[src/psa_pkg.sv]
package psa_pkg;

  localparam int ReadyDepthDef = 32;
  localparam int WaitDepthDef  = 32;
  localparam int IdBitsDef     = 8;
  localparam logic [3:0] MaxPrioReset = 4'd7;

  typedef enum logic [1:0] {
    OP_ADMIT = 2'd0,
    OP_TICK  = 2'd1,
    OP_IO    = 2'd2,
    OP_EXIT  = 2'd3
  } op_t;

  typedef struct packed {
    logic [1:0] operation;
    logic [7:0] task_id;
    logic [3:0] task_priority;
  } sched_in_t;

  typedef struct packed {
    logic       running_valid;
    logic [7:0] running_id;
    logic [3:0] running_priority;
    logic       all_done;
    logic       overflow;
  } sched_out_t;

endpackage

[src/psa_wait_fifo.sv]
module psa_wait_fifo #(
  parameter int WAIT_DEPTH = psa_pkg::WaitDepthDef,
  parameter int ID_BITS    = psa_pkg::IdBitsDef
) (
  input  logic               clk,
  input  logic               rst,
  input  logic               push,
  input  logic [ID_BITS+3:0] push_data,
  input  logic               pop,
  output logic [ID_BITS+3:0] head_data,
  output logic               empty,
  output logic               full
);
  import psa_pkg::*;

  localparam int AW = (WAIT_DEPTH > 1) ? $clog2(WAIT_DEPTH) : 1;
  localparam int CW = $clog2(WAIT_DEPTH + 1);

  logic [ID_BITS+3:0] mem [WAIT_DEPTH];
  logic [AW-1:0] head;
  logic [AW-1:0] tail;
  logic [CW-1:0] count;

  assign empty = (count == '0);
  assign full  = (count == CW'(WAIT_DEPTH));

  always_ff @(posedge clk) begin
    if (push) begin
      mem[tail] <= push_data;
    end
    head_data <= mem[pop ? ((head == AW'(WAIT_DEPTH - 1)) ? '0 : head + 1'b1) : head];
  end

  always_ff @(posedge clk) begin
    if (rst) begin
      head  <= '0;
      tail  <= '0;
      count <= '0;
    end else begin
      if (push) begin
        tail <= (tail == AW'(WAIT_DEPTH - 1)) ? '0 : tail + 1'b1;
      end
      if (pop) begin
        head <= (head == AW'(WAIT_DEPTH - 1)) ? '0 : head + 1'b1;
      end
      count <= count + CW'(push) - CW'(pop);
    end
  end

endmodule

[src/priority_scheduler_with_aging_core.sv]
// An admit goes from S_IDLE straight to S_OUT; any other event first passes S_PRE,
// the ready table scan, the shift if a task was picked and, on a tick, the wait pop.
// The scan steps S_SCANRD and S_SCAN per ready entry, the shift S_SHRD and S_SHWR.
// Throughput: one event at a time; busy stays high until after the result beat.
// The result beat is a single-cycle strobe; the receiver cannot stall it.
// Reset is synchronous and active high; it empties both tables and idles the core.
module priority_scheduler_with_aging_core #(
  parameter int READY_DEPTH = psa_pkg::ReadyDepthDef,
  parameter int WAIT_DEPTH  = psa_pkg::WaitDepthDef,
  parameter int ID_BITS     = psa_pkg::IdBitsDef
) (
  input  logic                clk,
  input  logic                rst,
  input  logic                start,
  input  psa_pkg::sched_in_t  in_beat,
  output logic                busy,
  output logic                done,
  output psa_pkg::sched_out_t out_beat,
  input  logic                cfg_we,
  input  logic [3:0]          cfg_data
);
  import psa_pkg::*;

  localparam int AW = (READY_DEPTH > 1) ? $clog2(READY_DEPTH) : 1;
  localparam int CW = $clog2(READY_DEPTH + 1);
  localparam int EW = ID_BITS + 4;

  typedef enum logic [10:0] {
    S_IDLE   = 11'b00000000001,
    S_PRE    = 11'b00000000010,
    S_SCANRD = 11'b00000000100,
    S_SCAN   = 11'b00000001000,
    S_SHRD   = 11'b00000010000,
    S_SHWR   = 11'b00000100000,
    S_WPOP   = 11'b00001000000,
    S_WWAIT  = 11'b00010000000,
    S_WINS   = 11'b00100000000,
    S_OUT    = 11'b01000000000,
    S_TAIL   = 11'b10000000000
  } state_t;

  state_t state;
  logic [3:0] max_prio;
  op_t op;
  logic [EW-1:0] mem [READY_DEPTH];
  logic [EW-1:0] rd_data;
  logic [AW-1:0] rd_addr;
  logic          wr_en;
  logic [AW-1:0] wr_addr;
  logic [EW-1:0] wr_data;
  logic [CW-1:0] count;
  logic [CW-1:0] idx;
  logic [CW-1:0] best;
  logic [3:0]    best_prio;
  logic [ID_BITS-1:0] best_id;
  logic          run_valid;
  logic [ID_BITS-1:0] run_id;
  logic [3:0]    run_prio;
  logic          ovf;
  logic          fin;
  logic          w_push, w_pop, w_empty, w_full;
  logic [EW-1:0] w_head;
  logic [3:0]    clamp;

  assign busy = (state != S_IDLE);
  assign clamp = (in_beat.task_priority > max_prio) ? max_prio : in_beat.task_priority;

  psa_wait_fifo #(.WAIT_DEPTH(WAIT_DEPTH), .ID_BITS(ID_BITS)) u_wait (
    .clk, .rst, .push(w_push), .push_data({run_id, run_prio}), .pop(w_pop),
    .head_data(w_head), .empty(w_empty), .full(w_full)
  );

  always_ff @(posedge clk) begin
    if (wr_en) begin
      mem[wr_addr] <= wr_data;
    end
    rd_data <= mem[rd_addr];
  end

  always_comb begin
    rd_addr = idx[AW-1:0];
    wr_en   = 1'b0;
    wr_addr = count[AW-1:0];
    wr_data = {run_id, run_prio};
    w_push  = 1'b0;
    w_pop   = 1'b0;
    unique case (state)
      S_IDLE: begin
        if (start && op_t'(in_beat.operation) == OP_ADMIT && count != CW'(READY_DEPTH)) begin
          wr_en   = 1'b1;
          wr_data = {in_beat.task_id[ID_BITS-1:0], clamp};
        end
      end
      S_PRE: begin
        if (run_valid && op == OP_TICK && count != CW'(READY_DEPTH)) begin
          wr_en = 1'b1;
        end
        if (run_valid && op == OP_IO && !w_full) begin
          w_push = 1'b1;
        end
      end
      S_SHWR: begin
        wr_en   = 1'b1;
        wr_addr = AW'(idx - 1'b1);
        wr_data = rd_data;
      end
      S_WINS: begin
        wr_en   = (count != CW'(READY_DEPTH));
        wr_data = w_head;
        w_pop   = 1'b1;
      end
      default: ;
    endcase
  end

  always_ff @(posedge clk) begin
    if (rst) begin
      state     <= S_IDLE;
      max_prio  <= MaxPrioReset;
      count     <= '0;
      run_valid <= 1'b0;
      run_id    <= '0;
      run_prio  <= '0;
      done      <= 1'b0;
      ovf       <= 1'b0;
      fin       <= 1'b0;
    end else begin
      done <= 1'b0;
      if (cfg_we) begin
        max_prio <= cfg_data;
      end
      unique case (state)
        S_IDLE: begin
          if (start) begin
            op  <= op_t'(in_beat.operation);
            ovf <= 1'b0;
            fin <= 1'b0;
            if (op_t'(in_beat.operation) == OP_ADMIT) begin
              if (count == CW'(READY_DEPTH)) begin
                ovf <= 1'b1;
              end else begin
                count <= count + 1'b1;
              end
              state <= S_OUT;
            end else begin
              if (op_t'(in_beat.operation) == OP_TICK && run_valid
                  && run_prio < max_prio) begin
                run_prio <= run_prio + 1'b1;
              end
              state <= S_PRE;
            end
          end
        end
        S_PRE: begin
          if (run_valid && op == OP_TICK) begin
            if (count == CW'(READY_DEPTH)) begin
              ovf <= 1'b1;
            end else begin
              count <= count + 1'b1;
            end
          end
          if (run_valid && op == OP_IO && w_full) begin
            ovf <= 1'b1;
          end
          idx       <= '0;
          best      <= '0;
          best_prio <= '1;
          state     <= S_SCANRD;
        end
        S_SCANRD: begin
          if (idx == count) begin
            if (count == '0) begin
              run_valid <= 1'b0;
              run_id    <= '0;
              run_prio  <= '0;
              fin       <= (op == OP_EXIT);
              state     <= (op == OP_TICK) ? S_WPOP : S_OUT;
            end else begin
              run_valid <= 1'b1;
              run_id    <= best_id;
              run_prio  <= best_prio;
              idx       <= best + 1'b1;
              state     <= S_SHRD;
            end
          end else begin
            state <= S_SCAN;
          end
        end
        S_SCAN: begin
          if (idx == '0 || rd_data[3:0] < best_prio) begin
            best      <= idx;
            best_prio <= rd_data[3:0];
            best_id   <= rd_data[EW-1:4];
          end
          idx   <= idx + 1'b1;
          state <= S_SCANRD;
        end
        S_SHRD: begin
          if (idx == count) begin
            count <= count - 1'b1;
            state <= (op == OP_TICK) ? S_WPOP : S_OUT;
          end else begin
            state <= S_SHWR;
          end
        end
        S_SHWR: begin
          idx   <= idx + 1'b1;
          state <= S_SHRD;
        end
        S_WPOP: state <= w_empty ? S_OUT : S_WWAIT;
        S_WWAIT: state <= S_WINS;
        S_WINS: begin
          if (count == CW'(READY_DEPTH)) begin
            ovf <= 1'b1;
          end else begin
            count <= count + 1'b1;
          end
          state <= S_OUT;
        end
        S_OUT: begin
          done  <= 1'b1;
          state <= S_TAIL;
        end
        S_TAIL: state <= S_IDLE;
        default: state <= S_IDLE;
      endcase
    end
  end

  always_comb begin
    out_beat.running_valid    = run_valid;
    out_beat.running_id       = run_valid ? 8'(run_id) : '0;
    out_beat.running_priority = run_valid ? run_prio : '0;
    out_beat.all_done         = fin;
    out_beat.overflow         = ovf;
  end

endmodule

[config.mk]
export PLATFORM = sky130hd
export DESIGN_NAME = priority_scheduler_with_aging_core
export DESIGN_NICKNAME = d
export VERILOG_FILES = /design/src/psa_pkg.sv /design/src/psa_wait_fifo.sv /design/src/priority_scheduler_with_aging_core.sv
export SDC_FILE = /design/constraint.sdc
export NUM_CORES = 1
export LEC_CHECK = 0
export ABC_AREA = 1
export BUFFER_PORTS_ARGS = -buffer_cell sky130_fd_sc_hd__buf_4
export CAP_MARGIN = 40
export CORE_MARGIN = 2
export CORE_UTILIZATION = 53
export CTS_BUF_LIST = sky130_fd_sc_hd__clkbuf_8
export DETAILED_ROUTE_END_ITERATION = 12
export HOLD_SLACK_MARGIN = 0.02
export PLACE_DENSITY = 0.74
export REMOVE_ABC_BUFFERS = 1
export SLEW_MARGIN = 20
export SYNTH_ARGS = -nofsm -noshare
export SYNTH_HDL_FRONTEND = slang
export SYNTH_SLANG_ARGS = --single-unit
[constraint.sdc]
create_clock -name clk -period 3 [get_ports clk]
set_input_delay 0.3 -clock clk [delete_from_list [all_inputs] [get_ports clk]]
set_output_delay 0.3 -clock clk [all_outputs]
set_load 0.1 [all_outputs]
# Word-level counts from Yosys, hierarchy flattened
# Memories as Yosys holds them, arrays and structs flattened. A register that Yosys moved wholly into a read port is not among the register bits.
# Index checks and enable logic that the tools add are counted.
[totals] reg_bits=79 ram_bits=768 word_cells=156 mem_count=2
[classes] addsub=10 n_lt_le_gt_ge=3 n_eq_ne=32 n_mux=60 n_bitwise=1 n_reduce_logical=31
[memory_table] name="mem" words=32 width=12 rd=1 rd_clocked_by_memory_dff=1 write_ports=1 line="priority_scheduler_with_aging_core.sv:45" source="logic [EW-1:0] mem [READY_DEPTH];"
[memory_table] name="u_wait.mem" words=32 width=12 rd=1 rd_clocked_by_memory_dff=1 write_ports=1 line="psa_wait_fifo.sv:19" source="logic [ID_BITS+3:0] mem [WAIT_DEPTH];"
[op_table] cell="one-hot mux 11 bit (9 select lines)" n=1
[op_table] cell="2-to-1 mux 10 bit" n=5
[op_table] cell="2-to-1 mux 6 bit" n=8
[op_table] cell="one-hot mux 12 bit (3 select lines)" n=1
[op_table] cell="2-to-1 mux 4 bit" n=8
[op_table] cell="one-hot mux 6 bit (4 select lines)" n=1
[op_table] cell="2-to-1 mux 11 bit" n=2
[op_table] cell="2-to-1 mux 1 bit" n=20
[op_table] cell="2-to-1 mux 5 bit" n=4
[op_table] cell="inequality test 2 bit, second input constant" n=10
[op_table] cell="adder 6 x 1 -> 6 bit, second input constant" n=3
[op_table] cell="zero test 6 bit" n=3
[op_table] cell="one-hot mux 6 bit (3 select lines)" n=1
[op_table] cell="2-to-1 mux 8 bit" n=2
[op_table] cell="one-hot mux 4 bit (2 select lines)" n=2
[op_table] cell="== test 6 bit, second input constant" n=2
[op_table] cell="2-to-1 mux 12 bit" n=1
[op_table] cell="one-hot mux 6 bit (2 select lines)" n=1
[op_table] cell="AND reduction 3 bit" n=4
[op_table] cell="== test 11 x 1 -> 1 bit, second input constant" n=1
[op_table] cell="== test 11 x 10 -> 1 bit, second input constant" n=1
[op_table] cell="== test 11 x 2 -> 1 bit, second input constant" n=1
[op_table] cell="== test 11 x 3 -> 1 bit, second input constant" n=1
[op_table] cell="== test 11 x 4 -> 1 bit, second input constant" n=1
[op_table] cell="other kinds (35)" n=53

# Logic depth before layout (Yosys ltp)
[depth] ltp_word=7 mapped_depth=17 ltp_nobuf=15

# Modules after synthesis
# From an unflattened synthesis, not the netlist that was laid out.
[hier_totals] cells_unflattened=3615 area_unflattened_um2=38262.9
[modules_own_cells] module="priority_scheduler_with_aging_core" n_inst=1 cells_each=1761 area_each_um2=19567.5 seq_area_each_um2=13292.7
[modules_own_cells] module="psa_wait_fifo" n_inst=1 cells_each=1854 area_each_um2=18695.4 seq_area_each_um2=12091.6

# Least setup slack after synthesis
# No wires, ideal clock.
[synth_timing] path_type="register to register" start="register idx[1]" end="memory mem[24][0] in the netlist's numbering, enable pin" setup_ns=0.380 t_arrival_ns=2.625 slack_ns=-0.005 stages_incl_launch_ff=14 period_less_slack_ns=3.005 path_cell_list="edfxtp_1 > clkbuf_1 > inv_2 > clkbuf_1 > clkbuf_1 > ha_1 > nand2_1 > nor2_1 > nand2_1 > a31oi_1 > inv_1 > nor2_1 > nand3_1 > nor2_1"
[synth_between] elab_chain_cells=2
[synth_lines] element="start, declared" line="priority_scheduler_with_aging_core.sv:52" source="logic [CW-1:0] idx;"
[synth_lines] element="start signal, assigned" line="priority_scheduler_with_aging_core.sv:182" source="idx <= best + 1'b1;"
[synth_lines] element="start signal, assigned" line="priority_scheduler_with_aging_core.sv:195" source="idx <= idx + 1'b1;"
[synth_lines] element="start signal, assigned" line="priority_scheduler_with_aging_core.sv:207" source="idx <= idx + 1'b1;"
[synth_lines] element="subtractor 5 x 1 -> 5 bit" line="priority_scheduler_with_aging_core.sv:104" source="wr_addr = AW'(idx - 1'b1);"
[synth_lines] element="2-to-1 mux 5 bit" line="priority_scheduler_with_aging_core.sv:87" source="unique case (state)"
[synth_lines] element="end, declared" line="priority_scheduler_with_aging_core.sv:45"
# No other way between the ends.

# Final worst setup path
[layout_timing] start="register state[4]" end="memory mem[4][11] in the netlist's numbering, enable pin"
[layout_between] elab_chain_cells=4
[layout_lines] element="start, declared" line="priority_scheduler_with_aging_core.sv:42" source="state_t state;"
[layout_lines] element="start signal, assigned" line="priority_scheduler_with_aging_core.sv:177" source="state <= (op == OP_TICK) ? S_WPOP : S_OUT;"
[layout_lines] element="start signal, assigned" line="priority_scheduler_with_aging_core.sv:201" source="state <= (op == OP_TICK) ? S_WPOP : S_OUT;"
[layout_lines] element="start signal, assigned" line="priority_scheduler_with_aging_core.sv:210" source="S_WPOP: state <= w_empty ? S_OUT : S_WWAIT;"
[layout_lines] element="== test 11 x 9 -> 1 bit (tied with other cells)" line="priority_scheduler_with_aging_core.sv:87"
[layout_lines] element="one-hot mux 1 bit (4 select lines)" line="priority_scheduler_with_aging_core.sv:87"
[layout_lines] element="2-to-1 mux 1 bit" line="priority_scheduler_with_aging_core.sv:74" source="if (wr_en) begin"
[layout_lines] element="2-to-1 mux 1 bit (implied by the code)" line="priority_scheduler_with_aging_core.sv:75" source="mem[wr_addr] <= wr_data;"
# Parallel ways exist; a longest one is shown, timed or not.

==> flow_summary.json <==
{
  "timing.rr.end": "mem[4][11]$_DFFE_PP_",
  "drv_slew": 0,
  "async_flop_share_pct": 0,
  "die_h_um": 269,
  "power_density_nw_per_um2": 612,
  "htree_levels": 4,
  "cts_sinks": 871,
  "cp.required_ns": 3.47,
  "ys.flop_type": "edfxtp_1",
  "cp.arrival_ns": 3.32,
  "seq_area_sq_um": 25400,
  "post-route-min-period_ns": 2.85,
  "fmax_mhz": 351,
  "die_area_sq_um": 72600,
  "synthesis.area_sq_um": 37300,
  "skew_ns": 0.0313,
  "reg2reg_depth": 12,
  "drive_gt1_share_pct": 10.9,
  "place_congestion": 0.905,
  "tightestPinTransition_ns": 0.738,
  "drt_iter0_markers": 3099,
  "area_delta_synth_final_pct": 13.8,
  "fin_cells": 4729,
  "numCtsBuffers": 141,
  "holdPathStages": 4,
  "gr-total-overflow": 0,
  "route.detailed.drc": 0,
  "hold_end": "mem[16][5]$_DFFE_PP_",
  "yosysTopAreaCell": "edfxtp_1",
  "grt_pass1_wl_um": 145000,
  "clockRootBuffer": "clkbuf_8",
  "avgSynthCellArea_sq_um": 10.7,
  "insertion_delay_ns": 0.79,
  "post-route-period-util_pct": 94.9,
  "dp_cells": 4452,
  "vdd_ir_drop_max_uv": 490,
  "synth_cell_type_count": 49,
  "start_kind": "flip-flop",
  "multiInputGateArea_sq_um": 9300,
  "rr_startpoint": "state[4]$_SDFFE_PP0N_",
  "io_pins": 39,
  "ys_top_cells_by_area": "edfxtp_1, nand3_1, nand2_1",
  "end_kind": "flip-flop",
  "first_pass_iters": 6,
  "synth-seq-cells": 871,
  "place_ws_ns": 0.0650,
  "clk_pin_slew_ns": 0.06,
  "dpl.hpwl_um": 57100,
  "drv_cap": 0,
  "portBuffers": 38,
  "slew_headroom_pct": 50.8,
  "hold_start": "in_beat[5]",
  "cts_tree": "built",
  "antenna_found_initial": 2,
  "r2r_setup_slack_ns": 0.15,
  "setup_slack_ns": 0.152,
  "vias": 26400,
  "path_class": "reg -> reg",
  "fill_cells": 5528,
  "ant_nets": 0,
  "holdCritPathClass": "in -> reg",
  "initial_core_util_pct": 53.4,
  "grt_max_degree": 136,
  "finalSetupViolCount": 0,
  "synth_edf_count": 794,
  "yosysWarningCount": 0,
  "status": "finished, final reports clean",
  "die_w_um": 269,
  "syn-instance-count": 3493,
  "wl_per_cell_um": 19.9,
  "p_leak_nw": 17.1,
  "yosysTopAreaCellShare_pct": 63.9,
  "ys_seq_area_share_pct": 68.0,
  "grt_pass1_vias": 25800,
  "grtUsageTotal_pct": 26.1,
  "cts.path.max_buffers": 3,
  "design.core.area_sq_um": 69900,
  "row_count": 97,
  "hold_viol_final": 0,
  "vias_per_cell": 5.59,
  "final.setup.tns_ns": 0,
  "final_nets": 3729,
  "wl_um": 94200,
  "cp_max_fo": 8
}
kinds of logic after synthesis:
| logic type | count (synthesis) | synth area share, % |
|---|---|---|
| flip-flops | 871 | 68.0 |
| XOR/XNOR | 10 | 0.235 |
| buffers and inverters | 703 | 7.34 |
| AO/OA/AOI/OAI | 428 | 6.60 |
| AND/OR/NAND/NOR | 1446 | 16.6 |
| adder cells (fa/ha/maj) | 35 | 1.21 |
where the power goes:
part           internal, mW  switching, mW  total (mW)
sequential             13.7          0.135        13.9
combinational         0.620           1.83        2.45
clock                  5.11           4.59        9.70
repair_timing:
| action | in CTS | in global routing |
|---|---|---|
| setup endpoints to repair | 0 | 235 |
| gates resized for setup | 0 | 3 |
| hold endpoints to repair | 37 | 0 |
| setup buffers | 0 | 0 |
| hold buffers | 17 | 0 |
final cells by class:
class | instances | share of cell area (%)
Sequential cell | 871 | 59.7
Multi-Input combinational cell | 1919 | 21.9
Clock buffer | 156 | 5.05
Timing Repair Buffer | 214 | 4.66
Inverter | 525 | 4.64
Tap cell | 940 | 2.77
Clock inverter | 102 | 1.25
Antenna cell | 2 | 0.0118
stage by stage:
stage / total power, mW / area, sq um / utilization (%) / hold slack, ns
floorplan: 15.4 / 36600 / - / 0.367
global placement: 16.4 / 39600 / 56.6 / 0.413
detailed placement: 16.5 / 39600 / 56.7 / 0.416
CTS: 26.1 / 42500 / 60.8 / 0.127
global route: 26.8 / 42500 / 60.8 / 0.175
finish: 26.0 / 42500 / 60.8 / 0.155
sequential cells by signal, summed over array words and instances, names as in the netlist, 6 cells and up:
name              flops
best                  6
best_id               8
count                 6
idx                   6
mem                 384
rd_data              12
run_id                8
state                11
u_wait.count          6
u_wait.head_data     12
u_wait.mem          384
cells in the final DEF, fill, tap and decap left out, types with 4 or more instances in the layout:
cell type	instances
edfxtp_1	794
inv_1	570
nand2_1	566
nand3_1	471
nor2_1	335
o21ai_0	243
buf_4	169
clkbuf_8	156
dfxtp_1	77
o22ai_1	65
a21oi_1	44
o221ai_1	33
ha_1	33
clkinv_1	27
buf_12	26
nand4_1	25
o211ai_1	22
nor3_1	19
dlygate4sd3_1	17
clkinv_2	14
xor2_1	9
clkinvlp_4	6
nor3_2	5
inv_2	4
nand2_4	4
o2111ai_2	4
bufinv_16	4
how the worst max path moves through the flow:
| stage | from | end | slack, ns | cells past startpoint |
|---|---|---|---|---|
| 6_report | state[4]$_SDFFE_PP0N_ | mem[4][11]$_DFFE_PP_ | 0.15 | 12 |
| 5_1_grt | state[2]$_SDFFE_PP0N_ | idx[4]$_SDFFCE_PN0P_ | -0.0005 | 14 |
| 4_1_cts | state[2]$_SDFFE_PP0N_ | mem[26][3]$_DFFE_PP_ | 0.05 | 12 |
| 3_5_place_dp | state[2]$_SDFFE_PP0N_ | mem[26][1]$_DFFE_PP_ | 0.06 | 12 |
| 3_3_place_gp | state[2]$_SDFFE_PP0N_ | mem[4][6]$_DFFE_PP_ | 0.06 | 10 |
| 2_1_floorplan | idx[0]$_SDFFCE_PN0P_ | mem[28][0]$_DFFE_PP_ | -6.30 | 8 |
Yosys cell counts (23+ instances only):
cell type  count
o221ai_1      33
edfxtp_1     794
buf_2         43
nand2_1      566
o21ai_0      243
nand4_1       25
nand3_1      471
nor3_1        23
a21oi_1       44
o22ai_1       65
ha_1          33
nor2_1       335
clkbuf_1     120
inv_1        519
dfxtp_1       77
worst max-delay path: stages, from the launching register on:
cell and delay, ns:
dfxtp_1 0.32, nor2_2 0.14, nand2_1 0.14, nor2_1 0.22, nand2_1 0.11, buf_4 0.17
a21oi_1 0.11, o21ai_0 0.17, nand3_1 0.31, and3_1 0.30, nand2_1 0.13, nor2_1 0.19
buf_4 0.22
per-layer routing:
metal	up-vias	wire, um	track usage (%)
met5	-	0	0
li1	12300	-	-
met3	263	8740	5.45
met1	12600	35800	32.6
met4	0	4010	13.1
met2	1266	45700	43.3
Power figures use the tool's default switching activity.
